<file path="src/rtl/pps_pkg.sv">
// ----------------------------------------------------------------------------
// pps_pkg
// Shared types and defaults for the pipelined prime sieve: the token that
// travels along the cell chain and the sequencer states.
// ----------------------------------------------------------------------------
package pps_pkg;

  localparam int unsigned STAGES_DEF     = 16;
  localparam int unsigned VALUE_BITS_DEF = 16;

  // One candidate bit on its way down the chain, MSB first.
  typedef struct packed {
    logic vld;    // token carries a bit
    logic first;  // most significant bit of the candidate
    logic last;   // least significant bit of the candidate
    logic dbit;   // the candidate bit itself
    logic kill;   // an earlier filled cell divides the candidate
  } sieve_tok_t;

  typedef enum logic [1:0] {
    ST_IDLE,
    ST_FEED,
    ST_DRAIN,
    ST_RESULT
  } seq_state_t;

endpackage

</file>
<file path="src/rtl/pipelined_prime_sieve.sv">
// ----------------------------------------------------------------------------
// pipelined_prime_sieve
// Trial-division prime sieve built as a chain of divisor cells.
// ----------------------------------------------------------------------------
// Candidates enter one at a time. A candidate below two is dropped in the
// cycle it is accepted (a restart flag still empties the stages). Any other
// candidate is shifted MSB first into a chain of STAGES cells; each cell holds
// a stored prime and forms the remainder of the candidate bit-serially, and a
// kill flag rides along with the last bit once any filled cell finds a zero
// remainder. The block accepts no new candidate while one is in flight: its
// bits are fed serially and its last bit must pass the whole chain. A survivor
// is emitted; it is stored in the next empty cell, or flagged as overflow when
// all cells are filled. The output register lets a new transaction be
// accepted while the previous result still waits.
// ----------------------------------------------------------------------------
module pipelined_prime_sieve #(
  parameter int unsigned STAGES     = pps_pkg::STAGES_DEF,
  parameter int unsigned VALUE_BITS = pps_pkg::VALUE_BITS_DEF
) (
  input  logic                  clk,
  input  logic                  rst_n,
  input  logic                  in_valid,
  output logic                  in_stall,
  input  logic [VALUE_BITS-1:0] in_candidate,
  input  logic                  in_restart,
  output logic                  out_valid,
  input  logic                  out_stall,
  output logic [VALUE_BITS-1:0] out_prime_value,
  output logic                  out_overflow
);

  localparam int unsigned CNT_W = $clog2(STAGES + 1);
  localparam int unsigned BIT_W = $clog2(VALUE_BITS);

  pps_pkg::seq_state_t   state_r, state_nxt;
  logic [CNT_W-1:0]      filled_r, filled_nxt;
  logic [VALUE_BITS-1:0] cand_r, cand_nxt;
  logic [VALUE_BITS-1:0] shift_r, shift_nxt;
  logic [BIT_W-1:0]      bit_cnt_r, bit_cnt_nxt;
  logic                  out_valid_r, out_valid_nxt;
  logic [VALUE_BITS-1:0] out_value_r, out_value_nxt;
  logic                  out_ovf_r, out_ovf_nxt;

  logic                  in_accept;
  logic                  out_free;
  logic                  store_en;
  pps_pkg::sieve_tok_t   feed_tok;
  pps_pkg::sieve_tok_t   tok [STAGES+1];

  assign in_accept = in_valid && !in_stall;
  assign out_free  = !out_valid_r || !out_stall;

  // Sequencer: feed the candidate bits, wait for the tail, then emit.
  always_comb begin
    state_nxt     = state_r;
    filled_nxt    = filled_r;
    cand_nxt      = cand_r;
    shift_nxt     = shift_r;
    bit_cnt_nxt   = bit_cnt_r;
    out_valid_nxt = out_valid_r && out_stall;
    out_value_nxt = out_value_r;
    out_ovf_nxt   = out_ovf_r;
    store_en      = 1'b0;
    in_stall      = 1'b1;
    feed_tok      = '0;

    unique case (state_r)
      pps_pkg::ST_IDLE: begin
        in_stall = 1'b0;
        if (in_accept) begin
          if (in_restart) begin
            filled_nxt = '0;
          end
          // Drop candidates below two here; the chain never sees them.
          if (in_candidate[VALUE_BITS-1:1] != '0) begin
            cand_nxt    = in_candidate;
            shift_nxt   = in_candidate;
            bit_cnt_nxt = '0;
            state_nxt   = pps_pkg::ST_FEED;
          end
        end
      end
      pps_pkg::ST_FEED: begin
        feed_tok.vld   = 1'b1;
        feed_tok.first = (bit_cnt_r == '0);
        feed_tok.last  = (bit_cnt_r == BIT_W'(VALUE_BITS - 1));
        feed_tok.dbit  = shift_r[VALUE_BITS-1];
        shift_nxt      = {shift_r[VALUE_BITS-2:0], 1'b0};
        bit_cnt_nxt    = bit_cnt_r + BIT_W'(1);
        if (feed_tok.last) begin
          state_nxt = pps_pkg::ST_DRAIN;
        end
      end
      pps_pkg::ST_DRAIN: begin
        if (tok[STAGES].vld && tok[STAGES].last) begin
          state_nxt = tok[STAGES].kill ? pps_pkg::ST_IDLE : pps_pkg::ST_RESULT;
        end
      end
      pps_pkg::ST_RESULT: begin
        // Hold until the output register is free, then emit and store.
        if (out_free) begin
          out_valid_nxt = 1'b1;
          out_value_nxt = cand_r;
          out_ovf_nxt   = (filled_r == CNT_W'(STAGES));
          if (filled_r != CNT_W'(STAGES)) begin
            store_en   = 1'b1;
            filled_nxt = filled_r + CNT_W'(1);
          end
          state_nxt = pps_pkg::ST_IDLE;
        end
      end
      default: begin
        state_nxt = pps_pkg::ST_IDLE;
      end
    endcase
  end

  assign tok[0] = feed_tok;

  always_ff @(posedge clk) begin
    if (!rst_n) begin
      state_r     <= pps_pkg::ST_IDLE;
      filled_r    <= '0;
      bit_cnt_r   <= '0;
      out_valid_r <= 1'b0;
    end else begin
      state_r     <= state_nxt;
      filled_r    <= filled_nxt;
      bit_cnt_r   <= bit_cnt_nxt;
      out_valid_r <= out_valid_nxt;
    end
  end

  always_ff @(posedge clk) begin
    cand_r      <= cand_nxt;
    shift_r     <= shift_nxt;
    out_value_r <= out_value_nxt;
    out_ovf_r   <= out_ovf_nxt;
  end

  // Chain of divisor cells; a cell is live once the fill count passes it.
  for (genvar i = 0; i < STAGES; i++) begin : g_cell
    pps_cell #(
      .VALUE_BITS(VALUE_BITS)
    ) u_cell (
      .clk    (clk),
      .rst_n  (rst_n),
      .tok_in (tok[i]),
      .filled (filled_r > CNT_W'(i)),
      .wr_en  (store_en && (filled_r == CNT_W'(i))),
      .wr_data(cand_r),
      .tok_out(tok[i+1])
    );
  end

  assign out_valid       = out_valid_r;
  assign out_prime_value = out_value_r;
  assign out_overflow    = out_ovf_r;

endmodule

</file>
<file path="src/rtl/pps_cell.sv">
// ----------------------------------------------------------------------------
// pps_cell
// One sieve stage: holds a divisor and forms the remainder of the candidate
// one bit per cycle, handing the bit stream on to the next stage.
// ----------------------------------------------------------------------------
module pps_cell #(
  parameter int unsigned VALUE_BITS = pps_pkg::VALUE_BITS_DEF
) (
  input  logic                    clk,
  input  logic                    rst_n,
  input  pps_pkg::sieve_tok_t     tok_in,
  input  logic                    filled,
  input  logic                    wr_en,
  input  logic [VALUE_BITS-1:0]   wr_data,
  output pps_pkg::sieve_tok_t     tok_out
);

  logic [VALUE_BITS-1:0] div_r;
  logic [VALUE_BITS-1:0] rem_r;
  logic [VALUE_BITS-1:0] rem_nxt;
  pps_pkg::sieve_tok_t   tok_r;
  pps_pkg::sieve_tok_t   tok_nxt;
  logic [VALUE_BITS:0]   shifted;
  logic [VALUE_BITS:0]   diff;
  logic [VALUE_BITS:0]   reduced;
  logic                  is_zero;

  // Restoring division step: bring in the next bit, subtract if it fits.
  always_comb begin
    shifted = tok_in.first ? {{VALUE_BITS{1'b0}}, tok_in.dbit} : {rem_r, tok_in.dbit};
    diff    = shifted - {1'b0, div_r};
    reduced = (filled && (shifted >= {1'b0, div_r})) ? diff : shifted;
    is_zero = (reduced == '0);
    rem_nxt = tok_in.vld ? reduced[VALUE_BITS-1:0] : rem_r;
    tok_nxt      = tok_in;
    tok_nxt.kill = tok_in.kill | (tok_in.vld & tok_in.last & filled & is_zero);
  end

  always_ff @(posedge clk) begin
    if (!rst_n) begin
      tok_r <= '0;
    end else begin
      tok_r <= tok_nxt;
    end
  end

  always_ff @(posedge clk) begin
    rem_r <= rem_nxt;
    if (wr_en) begin
      div_r <= wr_data;
    end
  end

  assign tok_out = tok_r;

endmodule
</file>
<file path="config.mk">
export PLATFORM = sky130hd
export DESIGN_NAME = pipelined_prime_sieve
export DESIGN_NICKNAME = d
export VERILOG_FILES = /design/src/rtl/pps_pkg.sv /design/src/rtl/pipelined_prime_sieve.sv /design/src/rtl/pps_cell.sv
export SDC_FILE = /design/constraint.sdc
export NUM_CORES = 1
export LEC_CHECK = 0
export BUFFER_PORTS_ARGS = -buffer_cell sky130_fd_sc_hd__buf_4
export CORE_MARGIN = 2
export CORE_UTILIZATION = 35
export DETAILED_ROUTE_END_ITERATION = 7
export PLACE_DENSITY = 0.55
export SLEW_MARGIN = 20
export SYNTH_ARGS = -nofsm -noshare
export SYNTH_HDL_FRONTEND = slang
export SYNTH_SLANG_ARGS = --single-unit
</file>
<file path="constraint.sdc">
create_clock -name clk -period 12.7 [get_ports clk]
set_clock_uncertainty 0.05 [all_clocks]
set_input_delay 0.635 -clock clk [delete_from_list [all_inputs] [get_ports clk]]
set_output_delay 0.635 -clock clk [all_outputs]
set_load 0.03 [all_outputs]
</file>
==> impl_metrics.ini, run 1 <==
[outcome]
status = complete, no violations

[worst_setup_path]
path_buf_inv = 1
required_ns = 13.18
arrival_ns = 5.84
critPathMaxFanout = 37
startpoint = state_r[0]
cp-end-kind = register
reg2reg_depth = 14
path_depth = 14
startpoint_type = register
reg2reg_slack_ns = 7.34
crit_path_end = g_cell[0].u_cell.tok_out[0]
r2r-start = state_r[0]
crit_family = simple AND/OR/NAND/NOR gates
path_class = reg2reg
cpMostUsedCell = nand3_1
timing.rr.end = g_cell[0].u_cell.tok_out[0]
slowest_delay_ns = 0.77
path_cells = nor2b_4 -> buf_4 -> nand3_1 -> and2_1 -> ha_1 -> nand3_1 -> o21bai_1 -> a21oi_1 -> o31ai_1 -> and4_1 -> nor2_1 -> mux2_2 -> nand4bb_1 -> nor4_1
cp_slowest_cell = nor2_1

[cells_and_area]
multiInputGateArea_sq_um = 19900
final_common_cell = edfxtp_1
postLayoutCellArea_sq_um = 45100
syn2layout_area_growth_pct = 12.2
fillCellCount = 11300
regArea_sq_um = 18600
drive_gt1_share_pct = 9.14
mostFrequentLayoutCells = edfxtp_1 (561), inv_1 (371), nand2_1 (296), ha_1 (263), nor2b_1 (247)
nets = 4349

[timing]
hold_violations = 0
fin_crit_sh_pct = 42.2
tightest_slew_ns = 1.10
tns_ns = 0
fmax_mhz = 187
rsz0062_at_grt = false
timing.hold.ws_ns = 0.148
maxSlewViolCount = 0
fin_ws_ns = 7.34
relSlewSlack_pct = 26.4
setup_viol = 0
min_period_ns = 5.36

[clock_tree]
cts_buffer_depth = 3
cts_buffers = 77
post_cts_resized = 0
insertion_delay_ns = 0.64
cts_tree = done
post_cts_buffers = 0
cts_hold_buf = 0
clock-sinks = 651
path_clk_slew_ns = 0.06
htree_levels = 3
cts-root-buf = clkbuf_16

[synth]
syn_area_per_cell_sq_um = 10.1
synth.net_count = 4276
netlist.area_leader.share_pct = 41.9
synthTopCellsByArea = edfxtp_1 (42%), ha_1 (8.2%), dfxtp_1 (4.5%), nor2b_1 (3.9%), inv_1 (3.5%)
synth_area_sq_um = 40200
yosysSeqAreaShare_pct = 46.4
synth_enable_flop_cells = 561
yosys_warnings = 0
ys_types = 89
synthFlopType = edfxtp_1
synth_seq_cells = 651
synthArstFlopShare_pct = 0
synthCells = 3976
synth_top_area_cell = edfxtp_1

[worst_hold_path]
min_path_type = in2reg
worstHoldStart = in_candidate[0]

[pwr]
vdd_ir_drop_max_v = 0.000111
p_per_area_nw_per_um2 = 112
power_uw = 5060
p_leak_uw = 0.0177

[drt]
drcViolationCount = 0
vias = 29800
first_iter_violations = 2411
via_per_inst = 5.29
ant_nets = 0
drt-wirelength-per-cell_um = 19.0
drt-total-wl_um = 107000
firstDrtPassIters = 6

[global_route]
gr-total-overflow = 0
antenna_found_initial = 12
grt_pass1_vias = 29200
grt_usage_pct = 17.9
grt_pass1_wl_um = 166000
grt_max_degree = 38

[floorplanning]
die_h_um = 343
core_area_sq_um = 114000
die_w_um = 343
io_pins = 40
die_area_sq_um = 118000
start_util_pct = 35.2
rows = 124

[place]
port-buffer-count = 39
gp_congestion = 0.889
pre_cts_slack_ns = 7.35
dp_hpwl_um = 73600
place_area_sq_um = 42400

[flow_run]
drv_cap = 0
## cells in the mapped netlist, drive strengths merged, types with 13 or more instances
cell,count
nand2b,42
nand3,100
a211oi,34
fa,16
or4,14
nor3,85
nand3b,13
nor2,230
o31a,14
or2,19
xnor2,115
clkbuf,81
a211o,13
inv,372
o41ai,21
or3,22
nand2,297
nor2b,248
a21oi,227
nand4,31
o21a,46
o31ai,42
o211ai,21
nand4b,14
dfxtp,90
xor2,80
edfxtp,561
ha,263
a21o,110
o21ai,243
nor4,51
and3,30
a31oi,26
o21bai,32
mux2i,32
mux2,103
and2,71
## cell families (layout without fill, tap and decap cells)
kind of cell,after synthesis,in the layout,share of synthesized area [%]
other cells,0,2,0
xor+xnor,195,195,4.25
fa+ha+maj,279,279,8.98
compound gates,953,953,15.5
buf+inv,464,601,4.35
simple gates,1299,1299,16.8
mux,135,135,3.70
flops,651,651,46.4
## registers in the layout (all words and copies together) (netlist names)
register,cells
bit_cnt_r,4
g_cell.u_cell.div_r,256
out_overflow,1
out_prime_value,16
g_cell.u_cell.tok_out,78
cand_r,16
filled_r,5
shift_r,16
out_valid,1
state_r,2
g_cell.u_cell.rem_r,256
## worst min-delay path by stage
stage | depth (start not counted) | endpoint | slack, ns
finish | 1 | cand_r[0] | 0.15
global placement | 2 | g_cell[5].u_cell.tok_out[0] | 0.37
CTS | 1 | cand_r[4] | 0.10
floorplan | 2 | g_cell[3].u_cell.tok_out[0] | 0.35
global route | 1 | cand_r[0] | 0.12
detailed placement | 2 | g_cell[6].u_cell.tok_out[0] | 0.38
## layer usage
metal / track usage (%) / wire, um / vias to the layer above
li1: - / - / 14700
met1: 25.6 / 50900 / 14200
met2: 28.0 / 46800 / 669
met3: 2.24 / 5660 / 174
met4: 5.96 / 3440 / 2
met5: 0 / 20 / -
## final cells by class
class / count / area share (%)
clock inverter: 39 / 0.952
tap: 1512 / 4.20
timing repair buffer: 85 / 1.42
multi-input combinational: 2861 / 44.1
clock buffer: 104 / 4.91
inverter: 373 / 3.10
antenna: 2 / 0.0111
sequential: 651 / 41.4
## per-stage QoR
step | util, % | instances
finish | 39.5 | 5627
global route | 39.5 | 5625
CTS | 39.5 | 5625
detailed placement | 37.2 | 5482
global placement | 37.2 | 5482
floorplan | - | 3976
## power breakdown
part / internal (uW) / switching, uW
registers: 2360 / 26.3
clock network: 1390 / 923
logic: 129 / 231
total: 3880 / 1180
(Power assumes the default switching activity.)
==> inputs of run 2 (changes only) <==
==> constraint.sdc (replaced) <==
create_clock -name clk -period 5.2 [get_ports clk]
set_clock_uncertainty 0.05 [all_clocks]
set_input_delay 0.26 -clock clk [delete_from_list [all_inputs] [get_ports clk]]
set_output_delay 0.26 -clock clk [all_outputs]
set_load 0.03 [all_outputs]
==> run 2 against run 1 <==
  * Sequential share of layout area shrank 0.11 points
  * Final area grew 0.26%
  * First-iteration DRC count grew 1.5%
  * Hold slack gained 0.027 ns
  * Critical path type unchanged
  * Critical endpoint unchanged
  * Largest power group unchanged
  * Highest routed layer is now met4
==> impl_metrics.ini, run 2 (same netlist as run 1, synthesis figures left out) <==
[drt]
vias = 29900
drcViolationCount = 0
firstDrtPassIters = 6
drt-total-wl_um = 107000
first_iter_violations = 2448
ant_nets = 0
via_per_inst = 5.28
drt-wirelength-per-cell_um = 19.0

[clock_tree]
cts_tree = done
htree_levels = 3
clock-sinks = 651
insertion_delay_ns = 0.64
cts_buffer_depth = 3
cts-root-buf = clkbuf_16
path_clk_slew_ns = 0.06
cts_buffers = 75

[worst_setup_path]
critPathMaxFanout = 13
required_ns = 5.68
cp_slowest_cell = nor2_1
path_class = reg2reg
startpoint_type = register
path_cells = inv_1 -> ha_1 -> nand3_1 -> and2_1 -> ha_1 -> nand3_1 -> o21bai_1 -> a21oi_1 -> o31ai_1 -> and4_1 -> nor2_1 -> mux2_2 -> nand4bb_1 -> nor4_1
arrival_ns = 5.00
slowest_delay_ns = 0.70
crit_family = simple AND/OR/NAND/NOR gates
cp-end-kind = register
path_buf_inv = 1

[timing]
maxSlewViolCount = 0
min_period_ns = 4.51
setup_viol = 0
relSlewSlack_pct = 32.9
hold_violations = 0
fmax_mhz = 222
rsz0062_at_grt = false
fin_crit_sh_pct = 86.8
timing.hold.ws_ns = 0.175
tightest_slew_ns = 1.01
tns_ns = 0

[place]
gp_congestion = 0.870
port-buffer-count = 39
dp_hpwl_um = 73900

[floorplanning]
core_area_sq_um = 114000
die_h_um = 343
die_area_sq_um = 118000
start_util_pct = 35.2
rows = 124
die_w_um = 343
io_pins = 40

[outcome]
status = complete, no violations

[pwr]
p_per_area_nw_per_um2 = 269
p_leak_uw = 0.0178
vdd_ir_drop_max_v = 0.000234

[cells_and_area]
regArea_sq_um = 18600
mostFrequentLayoutCells = edfxtp_1 (561), inv_1 (371), nand2_1 (296), ha_1 (263), nor2b_1 (247)
multiInputGateArea_sq_um = 19900
syn2layout_area_growth_pct = 12.5
fillCellCount = 11300
drive_gt1_share_pct = 9.18
post-route-util_pct = 39.6
final_common_cell = edfxtp_1
antenna_cells = 0
nets = 4379

[global_route]
grt_pass1_wl_um = 166000
grt_usage_pct = 18.0
antenna_found_initial = 13
gr-total-overflow = 0
grt_max_degree = 41
grt_pass1_vias = 28900

[worst_hold_path]
min_path_type = in2reg

[flow_run]
drv_cap = 0
==> run 2: stage by stage <==
| step | area, sq um | power, uW | cells | worst slack [ns] |
|---|---|---|---|---|
| floorplan | 40200 | 6480 | 3976 | 1.20 |
| CTS | 45200 | 12300 | 5650 | 0.688 |
| finish | 45200 | 12200 | 5651 | 0.685 |
| detailed placement | 42500 | 6830 | 5496 | 0.705 |
| global placement | 42500 | 6830 | 5496 | 0.806 |
| global route | 45200 | 12500 | 5651 | 0.370 |
==> run 2: layout make-up <==
cell class	instances	area share, %
clock inverters	36	0.883
clock buffers	101	4.62
well taps	1512	4.18
multi-input cells	2861	43.9
inverters	373	3.10
repair buffers	117	2.04
flip-flops and latches	651	41.2
==> run 2: power breakdown <==
part / internal, uW / leakage [uW] / switching, uW / total [uW]
clock network: 3220 / 0.00122 / 2200 / 5420
logic: 327 / 0.0107 / 584 / 911
registers: 5760 / 0.00581 / 57.2 / 5820
==> run 2: final timing paths <==
path,slack [ns],from,cells past startpoint,to
worst min-delay path,0.17,rst_n,3,g_cell[9].u_cell.tok_out[0]
worst max-delay path,0.69,bit_cnt_r[1],14,g_cell[0].u_cell.tok_out[0]
worst max register to register,0.69,bit_cnt_r[1],14,g_cell[0].u_cell.tok_out[0]
worst min register to register,0.38,g_cell[2].u_cell.tok_out[0],2,g_cell[3].u_cell.tok_out[0]
==> run 2: routing by layer <==
layer / part of all wire, % / track usage [%] / vias to the layer above
met3: 5.3 / 2.50 / 139
met1: 48 / 26.1 / 14300
met4: 2.0 / 4.08 / 0
met5: 0 / 0 / -
li1: - / - / 14700
met2: 44 / 28.4 / 689
==> run 2: worst min-delay path: stages <==
cell	delay, ns
buf_4	0.28
nand2_1	0.16
o31ai_1	0.06
==> run 2: timing repair <==
item	in CTS	in global routing
gates resized for setup	0	0
endpoints found under the hold margin	33	0
hold buffers	17	0
setup buffers	0	0
